`src/sv/vcsp_pkg.sv`:
```
// shared types and constants of the command stream parser
// used by vcsp_front, vcsp_queue, vcsp_back, the top level and the bench; no dependencies
package vcsp_pkg;

    // command bytes
    localparam logic [7:0] CMD_WRITE_P0   = 8'h52;
    localparam logic [7:0] CMD_WRITE_P1   = 8'h53;
    localparam logic [7:0] CMD_WAIT_N     = 8'h61;
    localparam logic [7:0] CMD_END        = 8'h66;
    localparam logic [7:0] CMD_DATA_BLOCK = 8'h67;
    localparam logic [7:0] CMD_SEEK       = 8'hE0;
    localparam logic [3:0] GRP_WAIT_SHORT = 4'h7;
    localparam logic [3:0] GRP_PCM_SEND   = 4'h8;
    localparam logic [7:0] REG_PCM_DATA   = 8'h2A;

    // work kinds handed from front to back
    localparam logic [2:0] K_NONE  = 3'd0;
    localparam logic [2:0] K_EMIT  = 3'd1;
    localparam logic [2:0] K_SEND  = 3'd2;
    localparam logic [2:0] K_SEEK  = 3'd3;
    localparam logic [2:0] K_BLKCL = 3'd4;
    localparam logic [2:0] K_DATA  = 3'd5;

    typedef struct packed {
        logic [7:0] stream_byte;
        logic       start_of_stream;
    } t_in;

    typedef struct packed {
        logic        has_write;
        logic        port;
        logic [7:0]  reg_addr;
        logic [7:0]  reg_value;
        logic [15:0] wait_samples;
        logic        stream_end;
        logic        bad_command;
    } t_out;

    typedef struct packed {
        logic        clr;
        logic [2:0]  kind;
        logic [31:0] arg;
        t_out        res;
    } t_qent;

endpackage

```
`src/sv/vcsp_queue.sv`:
```
// short fifo of classified work between front and back
// depends on vcsp_pkg
module vcsp_queue
    import vcsp_pkg::*;
#(
    parameter int DEPTH = 4
) (
    input  logic  i_clk,
    input  logic  i_rst_n,
    input  logic  i_push,
    input  t_qent i_ent,
    output logic  o_full,
    output logic  o_valid,
    output t_qent o_ent,
    input  logic  i_pop
);

    localparam int PW = $clog2(DEPTH);
    localparam int CW = $clog2(DEPTH + 1);
    localparam logic [PW-1:0] LAST = PW'(DEPTH - 1);
    localparam logic [CW-1:0] FULL = CW'(DEPTH);

    t_qent         r_mem [DEPTH];
    logic [PW-1:0] r_wr_ptr;
    logic [PW-1:0] r_rd_ptr;
    logic [CW-1:0] r_count;
    logic          do_push;
    logic          do_pop;

    assign o_full  = (r_count == FULL);
    assign o_valid = (r_count != '0);
    assign o_ent   = r_mem[r_rd_ptr];
    assign do_push = i_push && !o_full;
    assign do_pop  = i_pop && o_valid;

    always_ff @(posedge i_clk) begin
        if (do_push) begin
            r_mem[r_wr_ptr] <= i_ent;
        end
    end

    always_ff @(posedge i_clk) begin
        if (!i_rst_n) begin
            r_wr_ptr <= '0;
            r_rd_ptr <= '0;
            r_count  <= '0;
        end else begin
            if (do_push) begin
                r_wr_ptr <= (r_wr_ptr == LAST) ? '0 : r_wr_ptr + PW'(1);
            end
            if (do_pop) begin
                r_rd_ptr <= (r_rd_ptr == LAST) ? '0 : r_rd_ptr + PW'(1);
            end
            if (do_push && !do_pop) begin
                r_count <= r_count + CW'(1);
            end else if (do_pop && !do_push) begin
                r_count <= r_count - CW'(1);
            end
        end
    end

    a_count_bound: assert property (@(posedge i_clk) disable iff (!i_rst_n)
        r_count <= FULL)
        else $error("queue count beyond depth");

endmodule

```
`config.mk`:
```
export PLATFORM = sky130hd
export DESIGN_NAME = vcsp_queue
export DESIGN_NICKNAME = d
export VERILOG_FILES = /design/src/sv/vcsp_pkg.sv /design/src/sv/vcsp_queue.sv
export SDC_FILE = /design/constraint.sdc
export NUM_CORES = 1
export LEC_CHECK = 0
export BUFFER_PORTS_ARGS = -buffer_cell sky130_fd_sc_hd__buf_4
export CORE_ASPECT_RATIO = 0.75
export CORE_MARGIN = 2
export CORE_UTILIZATION = 40
export DETAILED_ROUTE_END_ITERATION = 8
export GPL_TIMING_DRIVEN = 0
export SYNTH_ARGS = -nofsm -noshare
export SYNTH_HDL_FRONTEND = slang
export SYNTH_SLANG_ARGS = --single-unit
export TNS_END_PERCENT = 10
```
`constraint.sdc`:
```
create_clock -name i_clk -period 4.2 [get_ports i_clk]
set_clock_uncertainty 0.15 [all_clocks]
set_input_delay 0.84 -clock i_clk [delete_from_list [all_inputs] [get_ports i_clk]]
set_output_delay 0.84 -clock i_clk [all_outputs]
set_load 0.01 [all_outputs]
```
[After elaboration in Yosys (flattened, before gate mapping)]
Memories as Yosys holds them, arrays and structs flattened. A register that Yosys moved wholly into a read port is not among the register bits.
Cells that the tools add are included.
Storage, ports and cells
  register bits after elaboration: 7
  memory bits (writable): 288
  output and inout port bits: 74
  memories kept: 1
Cells by class
  $add $sub $neg: 4
  equal/unequal tests: 3
  mux-type cells: 8
  reduce and logical (&&, ||, !) cells: 9
Memories
  r_mem: depth 4, width 72, rd ports 1, clocked after memory_dff 1, wr ports 1, line vcsp_queue.sv:23  | t_qent r_mem [DEPTH];
Operator list (count)
  two-way mux 2 bit: 4
  two-way mux 3 bit: 2
  adder 2 x 1 -> 2 bit (second input constant): 2
  == test 2 bit (second input constant): 2
  logical AND 1 bit: 4
  adder 3 x 1 -> 3 bit (second input constant): 1
  == test 3 bit (second input constant): 1
  zero test 1 bit: 3
  nonzero test 3 bit: 1
  subtractor 3 x 1 -> 3 bit (second input constant): 1
  two-way mux 1 bit: 2
  nonzero test 2 bit: 1

[Depth between registers and ports, before layout]
  depth after elaboration: 7
  gate-level depth with buffers: 9
  depth with buffers taken out: 8

[Worst setup path before layout]
OpenSTA, ideal clock, no wires.
  path type: input -> register
  start point: in i_push
  end point: mem r_mem[0][0] (netlist bit), enable pin
  setup time: 438 ps
  arrival: 2815 ps
  setup slack: 797 ps
  stages: 3
  path buffers: 1
  path through: nor2b_1 buf_2 and2_1
On the way
  longest elaborated chain between the ends: 3
Ends and longest elaborated chain
  start: declaration: line vcsp_queue.sv:10  | input logic i_push,
  logical AND 1 bit: line vcsp_queue.sv:33  | assign do_push = i_push && !o_full;
  via do_push: line vcsp_queue.sv:27  | logic do_push;
  two-way mux 1 bit: line vcsp_queue.sv:37  | if (do_push) begin
  two-way mux 1 bit (implied by the code): line vcsp_queue.sv:38  | r_mem[r_wr_ptr] <= i_ent;
  end: declaration: line vcsp_queue.sv:23
The timed path passes the listed nets, and every way through them passes these cells.

==> out/metrics.yaml <==
holdBufCountCts: 0
synth_mux_area_share_pct: 15.2
crit_chain: "clkbuf_1 -> buf_2 -> mux4_2 -> buf_4"
vias: 4929
drive_gt1_share_pct: 45.2
sequentialPowerShare_pct: 44.0
internal_power_mw: 6.30
grt_use_total_pct: 14.2
final.fill_count: 2183
finalHoldViolations: 0
critPathTopFamily: "buffers and inverters"
avgSynthCellArea_um2: 25.6
required_ns: 3.21
status: "complete, no violations"
ios: 150
p_per_area_nw_per_um2: 616
relSlewSlack_pct: 57.4
start_util_pct: 40.6
clk_pin_slew_ns: 0.06
post-route-period-util_pct: 78.8
path_max_fanout: 10
rsz0062_at_grt: "no"
synth.distinct_cells: 24
crit_path_end_kind: "primary output"
grt_pass1_wl_um: 31200
arrival_ns: 2.32
io_buffers: 149
place.gp.congestion: 0.717
fin_crit_ns: 3.31
die_area_um2: 28700
detail_route.wl_per_cell_um: 20.7
grt-ovfl-total: 0
synth_fa_ha_area_share_pct: 0.868
dieWidth_um: 195
antennaDiodeCount: 0
crit_slowest_cell: "clkbuf_1"
die_h_um: 147
final-seq-area_um2: 8830
antenna_found_initial: 0
cp_num_buf_inv: 3
ys_seq_area_share_pct: 80.6
preCtsSetupSlack_ns: 1.30
rows: 52
worstMarginPinSlew_ns: 0.639
clockBufferDepth: 3
syn_nets: 510
cts_root_buffer: "clkbuf_16"
synth_warnings: 0
cts_sinks: 297
cts-resized-gates: 0
grt_max_degree: 50
synth_top_family_by_area: "multiplexers"
max_freq_mhz: 302
drt_first_pass_iters: 4
area_delta_synth_final_pct: 24.4
syn-instance-count: 427
p_comb_share_pct: 24.4
ir_worst_vdd_uv: 416
numCtsBuffers: 30
sw_frac_of_total_pct: 24.8
synth-seq-cells: 297
nets: 695
core_region_area_um2: 26900
insertion_delay_ns: 0.54
routed_wl_um: 20400
dp_cells: 931
path_class: "reg -> out"
leakagePower_nw: 4.60
post-route-drc-count: 0
synth_compound_area_share_pct: 0.274
tritoncts: "done"
vias_per_cell: 5.00
p_sw_mw: 2.08
cts_setup_buffers: 0
syn_area_um2: 10900
max-cap-violations: 0
setup_violations: 0
detailedRoute.firstIterationViolations: 214
hold_path_class: "in -> reg"
grt_pass1_vias: 5475
slew_violations: 0
drtAntennaViolNets: 0
multiInputGateArea_um2: 1920
hpwlAfterDp_um: 12700
htree_levels: 1
instances_no_fill: 986
setup_ws_ns: 0.889
slowest_delay_ns: 0.49
synthXorXnorAreaFrac_pct: 0.160
start_kind: "register"
synthSimpleGateAreaFrac_pct: 0.994
clockPowerShare_pct: 31.5
cells in the mapped netlist:
library cell	instances	area, um^2
o31ai_1	1	7.51
mux2i_1	3	30.0
and2_1	5	31.3
buf_6	1	11.3
nor3b_2	1	12.5
mux4_1	2	52.6
buf_12	7	140
buf_2	8	40.0
edfxtp_1	288	8650
dfxtp_1	9	180
inv_1	3	11.3
nor2b_1	2	12.5
nand3_1	2	10.0
ha_1	6	75.1
xnor2_1	1	8.76
mux4_2	70	1580
o21ai_0	3	15.0
clkbuf_1	2	7.51
xor2_1	1	8.76
nand2_1	6	22.5
nor2_1	2	7.51
a21boi_0	1	7.51
fa_1	1	20.0
or3_1	2	12.5
path summary, 6_finish.rpt:
kind	start	endpoint	slack, ns	depth (start not counted)
worst max-delay path	register	o_ent[30]	0.89	4
worst min-delay path	i_ent[47]	r_mem[0][47]	0.35	1
worst max register to register	r_count[0]	r_count[2]	1.60	7
worst min register to register	r_wr_ptr[1]	r_wr_ptr[1]	0.36	2
metrics by stage:
stage	hold slack, ns	setup TNS [ns]	util [%]	area (um^2)	power (mW)
after floorplan	0.318	0	-	10900	4.96
after CTS	0.316	0	50.6	13600	8.53
after global placement	0.324	-216.95	46.4	12500	5.81
final	0.348	0	50.6	13600	8.39
after detailed placement	0.355	0	46.9	12600	5.87
after global routing	0.320	0	50.6	13600	8.76
state kept, by name, indices dropped and copies added (netlist names), named ones only:
register	count
r_mem	288
r_count	3
r_rd_ptr	2
r_wr_ptr	2
final cells by class:
cell class                 instances  area share [%]
clock inverter                    17            1.41
clock buffer                      38            5.89
multi-input combinational        109            14.1
tap                              351            3.22
sequential                       297            64.8
inverter                           3          0.0827
buffer                            18            1.46
timing repair buffer             153            9.02
layer usage:
layer | track usage (%) | wire length [um] | vias to the layer above
li1 | - | - | 2193
met1 | 18.6 | 8840 | 2593
met2 | 24.4 | 10100 | 114
met3 | 3.15 | 980 | 29
met4 | 3.44 | 411 | 0
met5 | 0 | 0 | -
cells in the final DEF (no fill, tap or decap), drive strengths merged:
| cell type | instances |
|---|---|
| o21ai | 3 |
| xor2 | 1 |
| o31ai | 1 |
| or3 | 2 |
| xnor2 | 1 |
| nor2b | 2 |
| nor3b | 1 |
| clkinvlp | 1 |
| mux2i | 3 |
| inv | 3 |
| dfxtp | 9 |
| and2 | 5 |
| ha | 6 |
| a21boi | 1 |
| clkbuf | 40 |
| buf | 169 |
| mux4 | 72 |
| edfxtp | 288 |
| nand3 | 2 |
| fa | 1 |
| clkinv | 12 |
| nor2 | 2 |
| nand2 | 6 |
| bufinv | 4 |
power by group through the flow:
| stage | Clock (mW) | Combinational [mW] | Sequential, mW |
|---|---|---|---|
| after CTS | 2.72 | 2.12 | 3.70 |
| after floorplan | 0 | 1.22 | 3.74 |
| after global placement | 0 | 2.04 | 3.77 |
| after detailed placement | 0 | 2.11 | 3.76 |
| after global routing | 2.83 | 2.21 | 3.72 |
| final | 2.64 | 2.05 | 3.69 |
worst register-to-register path: cells and delay by family, from the launching register on:
kind                     cells  cell delay, ns
buffers and inverters        1            0.06
adder cells (fa/ha/maj)      2            0.68
flip-flops                   1            0.38
AO/OA/AOI/OAI                2            0.76
AND/OR/NAND/NOR              1            0.30
XOR/XNOR                     1            0.18
kinds of logic (layout without fill, tap and decap cells):
group | Yosys count | after routing
adders and majority gates | 7 | 7
xor gates and xnor gates | 2 | 2
and+or+nand+nor | 20 | 20
AOI/OAI and AO/OA | 5 | 5
DFF | 297 | 297
muxes | 75 | 75
buffers and inverters | 21 | 229
No activity file was read; power rests on OpenSTA's default activity.
