==> config.mk <==
export PLATFORM = sky130hd
export DESIGN_NAME = vcsp_front
export DESIGN_NICKNAME = d
export VERILOG_FILES = /design/src/sv/vcsp_pkg.sv /design/src/sv/vcsp_front.sv
export SDC_FILE = /design/constraint.sdc
export NUM_CORES = 1
export LEC_CHECK = 0
export BUFFER_PORTS_ARGS = -buffer_cell sky130_fd_sc_hd__clkbuf_2
export CORE_MARGIN = 2
export CORE_UTILIZATION = 39
export CTS_CLUSTER_DIAMETER = 80
export DETAILED_ROUTE_END_ITERATION = 6
export GPL_TIMING_DRIVEN = 0
export SLEW_MARGIN = 20
export SYNTH_ARGS = -nofsm -noshare
export SYNTH_HDL_FRONTEND = slang
export SYNTH_SLANG_ARGS = --single-unit
==> constraint.sdc <==
create_clock -name i_clk -period 10 [get_ports i_clk]
set_input_delay 3 -clock i_clk [delete_from_list [all_inputs] [get_ports i_clk]]
set_output_delay 3 -clock i_clk [all_outputs]
set_load 0.02 [all_outputs]
==> src/sv/vcsp_pkg.sv <==
// shared types and constants of the command stream parser
// used by vcsp_front, vcsp_queue, vcsp_back, the top level and the bench; no dependencies
package vcsp_pkg;

    // command bytes
    localparam logic [7:0] CMD_WRITE_P0   = 8'h52;
    localparam logic [7:0] CMD_WRITE_P1   = 8'h53;
    localparam logic [7:0] CMD_WAIT_N     = 8'h61;
    localparam logic [7:0] CMD_END        = 8'h66;
    localparam logic [7:0] CMD_DATA_BLOCK = 8'h67;
    localparam logic [7:0] CMD_SEEK       = 8'hE0;
    localparam logic [3:0] GRP_WAIT_SHORT = 4'h7;
    localparam logic [3:0] GRP_PCM_SEND   = 4'h8;
    localparam logic [7:0] REG_PCM_DATA   = 8'h2A;

    // work kinds handed from front to back
    localparam logic [2:0] K_NONE  = 3'd0;
    localparam logic [2:0] K_EMIT  = 3'd1;
    localparam logic [2:0] K_SEND  = 3'd2;
    localparam logic [2:0] K_SEEK  = 3'd3;
    localparam logic [2:0] K_BLKCL = 3'd4;
    localparam logic [2:0] K_DATA  = 3'd5;

    typedef struct packed {
        logic [7:0] stream_byte;
        logic       start_of_stream;
    } t_in;

    typedef struct packed {
        logic        has_write;
        logic        port;
        logic [7:0]  reg_addr;
        logic [7:0]  reg_value;
        logic [15:0] wait_samples;
        logic        stream_end;
        logic        bad_command;
    } t_out;

    typedef struct packed {
        logic        clr;
        logic [2:0]  kind;
        logic [31:0] arg;
        t_out        res;
    } t_qent;

endpackage

==> src/sv/vcsp_front.sv <==
// front end: takes stream bytes, gathers operands and classifies commands
// depends on vcsp_pkg
module vcsp_front
    import vcsp_pkg::*;
(
    input  logic  i_clk,
    input  logic  i_rst_n,
    input  logic  i_valid,
    input  t_in   i_data,
    output logic  o_ready,
    input  logic  i_full,
    output logic  o_push,
    output t_qent o_ent
);

    localparam logic [1:0] PH_CMD  = 2'd0;
    localparam logic [1:0] PH_OPS  = 2'd1;
    localparam logic [1:0] PH_DATA = 2'd2;

    logic [1:0]  r_phase, n_phase, e_phase;
    logic [2:0]  r_cnt, n_cnt, e_cnt;
    logic [31:0] r_acc, n_acc, e_acc;
    logic [7:0]  r_cmd, n_cmd, e_cmd;
    logic        r_halted, n_halted, e_halted;

    logic        accept;
    logic        sos;
    logic [7:0]  b;
    logic [2:0]  need;
    logic [2:0]  cnt_inc;
    logic [1:0]  sh;
    logic        take;
    logic [31:0] acc_or;
    t_qent       ent;

    function automatic logic [2:0] ops_needed(input logic [7:0] cmd);
        logic [2:0] n;
        n = 3'd0;
        if (cmd == CMD_WRITE_P0 || cmd == CMD_WRITE_P1 || cmd == CMD_WAIT_N) begin
            n = 3'd2;
        end else if (cmd == CMD_SEEK) begin
            n = 3'd4;
        end else if (cmd == CMD_DATA_BLOCK) begin
            n = 3'd6;
        end
        return n;
    endfunction

    assign o_ready = !i_full;
    assign accept  = i_valid && o_ready;
    assign sos     = i_data.start_of_stream;
    assign b       = i_data.stream_byte;

    always_comb begin
        // start of stream clears the parser before the byte is taken
        e_phase  = sos ? PH_CMD : r_phase;
        e_cnt    = sos ? 3'd0 : r_cnt;
        e_acc    = sos ? 32'd0 : r_acc;
        e_cmd    = sos ? 8'd0 : r_cmd;
        e_halted = sos ? 1'b0 : r_halted;

        n_phase  = e_phase;
        n_cnt    = e_cnt;
        n_acc    = e_acc;
        n_cmd    = e_cmd;
        n_halted = e_halted;

        ent      = '0;
        ent.clr  = sos;
        ent.kind = K_NONE;

        need    = ops_needed(e_cmd);
        cnt_inc = e_cnt + 3'd1;
        if (e_cmd == CMD_DATA_BLOCK) begin
            // marker and type bytes are skipped, size starts at the third operand
            take = (e_cnt >= 3'd2);
            sh   = 2'(e_cnt - 3'd2);
        end else begin
            take = 1'b1;
            sh   = e_cnt[1:0];
        end
        acc_or = e_acc | (take ? (32'(b) << {sh, 3'b000}) : 32'd0);

        if (!e_halted) begin
            unique case (e_phase)
                PH_CMD: begin
                    n_cmd = b;
                    n_cnt = 3'd0;
                    n_acc = 32'd0;
                    if (ops_needed(b) != 3'd0) begin
                        n_phase = PH_OPS;
                    end else if (b == CMD_END) begin
                        ent.kind           = K_EMIT;
                        ent.res.stream_end = 1'b1;
                        n_halted           = 1'b1;
                    end else if (b[7:4] == GRP_WAIT_SHORT) begin
                        ent.kind             = K_EMIT;
                        ent.res.wait_samples = 16'(b[3:0]) + 16'd1;
                    end else if (b[7:4] == GRP_PCM_SEND) begin
                        ent.kind             = K_SEND;
                        ent.res.wait_samples = 16'(b[3:0]);
                    end else begin
                        ent.kind            = K_EMIT;
                        ent.res.bad_command = 1'b1;
                        n_halted            = 1'b1;
                    end
                end
                PH_OPS: begin
                    n_acc = acc_or;
                    n_cnt = cnt_inc;
                    if (cnt_inc >= need) begin
                        n_phase = PH_CMD;
                        n_cnt   = 3'd0;
                        if (e_cmd == CMD_WRITE_P0 || e_cmd == CMD_WRITE_P1) begin
                            ent.kind          = K_EMIT;
                            ent.res.has_write = 1'b1;
                            ent.res.port      = e_cmd[0];
                            ent.res.reg_addr  = acc_or[7:0];
                            ent.res.reg_value = acc_or[15:8];
                        end else if (e_cmd == CMD_WAIT_N) begin
                            ent.kind             = K_EMIT;
                            ent.res.wait_samples = acc_or[15:0];
                        end else if (e_cmd == CMD_SEEK) begin
                            ent.kind = K_SEEK;
                            ent.arg  = acc_or;
                        end else begin
                            // data block header done: drop the old block
                            ent.kind = K_BLKCL;
                            if (acc_or != 32'd0) begin
                                n_phase = PH_DATA;
                            end
                        end
                    end
                end
                PH_DATA: begin
                    ent.kind = K_DATA;
                    ent.arg  = 32'(b);
                    n_acc    = e_acc - 32'd1;
                    if (n_acc == 32'd0) begin
                        n_phase = PH_CMD;
                    end
                end
                default: begin
                    n_phase = PH_CMD;
                end
            endcase
        end
    end

    assign o_push = accept && (ent.clr || ent.kind != K_NONE);
    assign o_ent  = ent;

    always_ff @(posedge i_clk) begin
        if (!i_rst_n) begin
            r_phase  <= PH_CMD;
            r_cnt    <= 3'd0;
            r_acc    <= 32'd0;
            r_cmd    <= 8'd0;
            r_halted <= 1'b0;
        end else if (accept) begin
            r_phase  <= n_phase;
            r_cnt    <= n_cnt;
            r_acc    <= n_acc;
            r_cmd    <= n_cmd;
            r_halted <= n_halted;
        end
    end

    // a halted parser hands nothing on until the next start of stream
    a_halted_quiet: assert property (@(posedge i_clk) disable iff (!i_rst_n)
        (accept && r_halted && !sos) |-> !o_push)
        else $error("halted parser pushed work");

endmodule

; ---- Yosys cells after proc, flatten, opt, wreduce, memory -nomap -nowiden
; Index checks and enable logic that the tools add are counted.
[classes]
mux = 64
n_lt_le_gt_ge = 2
n_reduce_logical = 13
shift = 1
n_bitwise = 1
addsub = 4
n_eq_ne = 15
[ops]
columns = operator, n
row1 = 2-to-1 mux 32 bit, 6
row2 = case mux 32 bit (3 select lines), 1
row3 = equality test 8 x 7 -> 1 bit (second input constant), 9
row4 = 2-to-1 mux 71 bit, 1
row5 = 2-to-1 mux 69 bit, 1
row6 = case mux 32 bit (2 select lines), 1
row7 = 2-to-1 mux 3 bit, 14
row8 = 2-to-1 mux 18 bit, 2
row9 = logical NOT 32 bit, 1
row10 = 2-to-1 mux 16 bit, 2
row11 = bitwise OR 32 bit, 1
row12 = case mux 16 bit (2 select lines), 1
row13 = nonzero test 32 bit, 1
row14 = << shifter 8 x 5 -> 32 bit, 1
row15 = subtractor 32 x 1 -> 32 bit (second input constant), 1
row16 = 2-to-1 mux 2 bit, 15
row17 = 2-to-1 mux 8 bit, 3
row18 = equality test 8 bit (second input constant), 2
row19 = 2-to-1 mux 1 bit, 10
row20 = 2-to-1 mux 5 bit, 2
row21 = case mux 3 bit (3 select lines), 1
row22 = 2-to-1 mux 7 bit, 1
row23 = case mux 2 bit (3 select lines), 1
row24 = case mux 3 bit (2 select lines), 1
row25 = other kinds (15), 21
[word_totals]
output_inout_bits = 74
word_cells = 105
input_bits = 13
reg_bits = 46

; ---- Depth between registers and ports, before layout
[depth]
word_depth = 15
mapped_depth = 16
depth_no_buf = 13

; ---- Worst setup path before layout
; OpenSTA, ideal clock, no wires.
[synth_path]
path_kind = input -> output
start = in i_data[0] (netlist bit)
end = out o_ent[38] (netlist bit)
slack_ps = 819
required_ps = 7000
arrival_ps = 6181
cell_stages = 16
path_cell_list = clkbuf_1 -> buf_2 -> buf_2 -> buf_2 -> clkbuf_1 -> nor2b_1 -> ha_1 -> inv_1 -> ha_1 -> nand3b_1 -> a21boi_0 -> nor2_1 -> nor2_1 -> nand4_1 -> clkbuf_1 -> o21ai_0
[synth_rtl]
columns = item, line
row1 = from (decl), vcsp_front.sv:9  ; input t_in i_data,
row2 = to (decl), vcsp_front.sv:13  ; output t_qent o_ent

==> results.tsv <==
metric	value	unit
CTS tree	yes	
placed insts	957	
Final Max Tran Viols	0	
crit start category	input port	
HP Start	r_acc[20]	
Synth Register Bits	46	
Yosys top cell area share	19.1	%
FMAX	102	MHz
CTS Sinks	46	
worst slew pin tran	0.960	ns
Synth area leaders	dfxtp_1 19%, nor2_1 8.1%, a22oi_1 5.3%, a21oi_1 4.8%, o21ai_0 4.8%	
drc violations	0	
Site Rows	40	
final setup vio count	0	
first-pass GRT wire length	32800	µm
most used cell, CP	clkbuf_4	
crit share post-route	98.4	%
Clk Latency, worst-skew pair	0.31	ns
Starting Density	40.0	%
die area	13300	µm²
sum of buffers and inverters on the critical path	10	
post-route cell area	5700	µm²
max_cap viols	0	
number of synthesized flops with an enable pin	0	
Final Hold Fails	0	
pwr dens	105	nW/µm²
YS warnings	0	
gr usage total	33.2	%
CTS root buffer	clkbuf_16	
fin crit period	9.84	ns
asr flop ratio synth	0	%
Die X	115	µm
Core Box Area	12100	µm²
HP Class	flip-flop to flip-flop	
vias	6273	
Vias/cell	6.48	
dominant synthesized flop cell	dfxtp_1	
CP Cell Sequence	clkbuf_2 > buf_2 > clkbuf_4 > clkbuf_4 > buf_4 > clkbuf_4 > nor2b_1 > ha_1 > inv_1 > ha_1 > nand3b_1 > a21boi_1 > o21ai_0 > or3_1 > clkbuf_1 > buf_2 > nor2_1 > clkbuf_2	
status	finished, final reports clean	
top post-synthesis cells by count	104 x nor2_1, 57 x nand2_1, 48 x clkbuf_1	
clock-pin slew on the worst setup and hold paths	0.07	ns
H-tree levels	2	
WL/cell	23.2	µm
Mapped Area	4830	µm²
Num CTS Buffers	5	
Synth cell types	81	
RSZ-0062 raised after global routing	no	
Hold-fix buffers, CTS	0	
share of layout cells above drive strength 1	18.1	%
Syn Area/Cell	6.86	µm²
Peak VDD IR	0.0616	mV
r2r startpoint	r_cnt[0]	
area grow syn2layout	18.2	%
pin count of the biggest net entering global routing	15	
Die Ht	115	µm
sequential fraction of the synthesis area	19.1	%
Finished Layout Cells	968	
WP data arrival	6.84	ns
fillers	1246	
slew margin rel.	36.0	%
DP Area	5460	µm²
CP max stage cell	or3_1	
IO buf count	85	
first drt pass iteration count	6	
cell family with most CP delay	buffers and inverters	
post-synth top area cell	dfxtp_1	
largest fanout on the critical path	10	
DRT iter0 DRCs	811	
Routed WL	22500	µm
grt ovf	0	
syn nets	730	
Top-Level Pins	87	
# diodes	0	
initial antenna violation count	0	
crit end category	output port	
Cells after Synth	704	
CTS max path bufs	2	
antenna-violating nets left	0	
Leak	2.18	nW
# nets final	825	
clk_skew	0.00860	ns
most frequent cell after synthesis	nor2_1	
WS Path Type	input port to output port	
Routability Congestion	0.970	
number of global-route vias before repair	5381	
Final HPWL DP	15900	µm
slowest stage delay, CP	0.35	ns
WP data required	7.00	ns
CP startpoint	i_data[0]	
## final timing paths
| check | to | slack, ns | cells past startpoint |
|---|---|---|---|
| worst max-delay path | o_ent[26] | 0.16 | 18 |
| worst min register to register | r_acc[20] | 0.51 | 2 |
| worst min-delay path | r_acc[20] | 0.51 | 2 |
| worst max register to register | r_phase[0] | 6.59 | 11 |
## repair_timing
item	CTS	global route
setup buffers	2	1
gates resized for setup	7	6
setup endpoints to repair	69	58
pin swaps	1	1
## through the flow
step	util (%)	setup WS, ns	setup TNS [ns]	total power [mW]	hold slack (ns)
after detailed placement	45.3	-0.761	-37.06	0.359	0.492
after global placement	45.3	-0.708	-32.50	0.357	0.486
final	47.3	0.155	0	0.600	0.505
after global routing	47.3	0.00815	0	0.616	0.528
after CTS	47.2	0.00901	0	0.594	0.502
after floorplan	-	0.819	0	0.308	0.453
## cell type report
class                           instances  area [µm²]  area share (%)
Multi-Input combinational cell        575        3540            62.1
Sequential cell                        46         921            16.1
Timing Repair Buffer                   88         448            7.85
Buffer                                 65         319            5.59
Tap cell                              168         210            3.69
Clock buffer                            6         139            2.43
Inverter                               18        67.6            1.18
Clock inverter                          2        60.1            1.05
## state kept, by name, indices dropped and copies added, names as in the netlist
register / count
r_acc: 32
r_cmd: 8
r_phase: 2
r_cnt: 3
r_halted: 1
## kinds of logic after synthesis
family,share of synthesized area [%]
buffers and inverters,7.65
AOI/OAI and AO/OA,30.8
adders and majority gates,3.37
and+or+nand+nor,34.8
DFF,19.1
xor gates and xnor gates,3.08
muxes,1.19
## metal layers
layer / share of wire, % / track usage (%)
met5: 0 / 0
met2: 43 / 49.9
met1: 42 / 46.1
met4: 4.3 / 14.8
met3: 11 / 6.38
## worst register-to-register path, cell delays in order (launching register included)
cell	delay [ns]
dfxtp_1	0.30
clkbuf_1	0.36
nor2b_1	0.19
clkbuf_1	0.40
ha_1	0.26
xnor2_1	0.16
ha_1	0.27
a21boi_1	0.15
nor3_1	0.65
o21ai_0	0.16
and3_1	0.22
a211oi_1	0.21
## power by group
| part | internal [mW] | leakage [nW] | total, mW | switching [mW] |
|---|---|---|---|---|
| Sequential | 0.188 | 0.373 | 0.194 | 0.00613 |
| Clock | 0.151 | 0.0971 | 0.237 | 0.0863 |
| Combinational | 0.0549 | 1.71 | 0.170 | 0.115 |
| Total | 0.393 | 2.18 | 0.600 | 0.207 |
## cells in the final DEF (no fill, tap or decap), drive strengths merged, types with 20 or more instances in the layout
cell type    n
a21oi       47
nor3        23
nor4        20
o21ai       48
nand2       57
nor2       104
nand3       22
nand4       21
nor2b       24
dfxtp       46
clkbuf     140
a22oi       34
No activity file was read; power rests on OpenSTA's default activity.
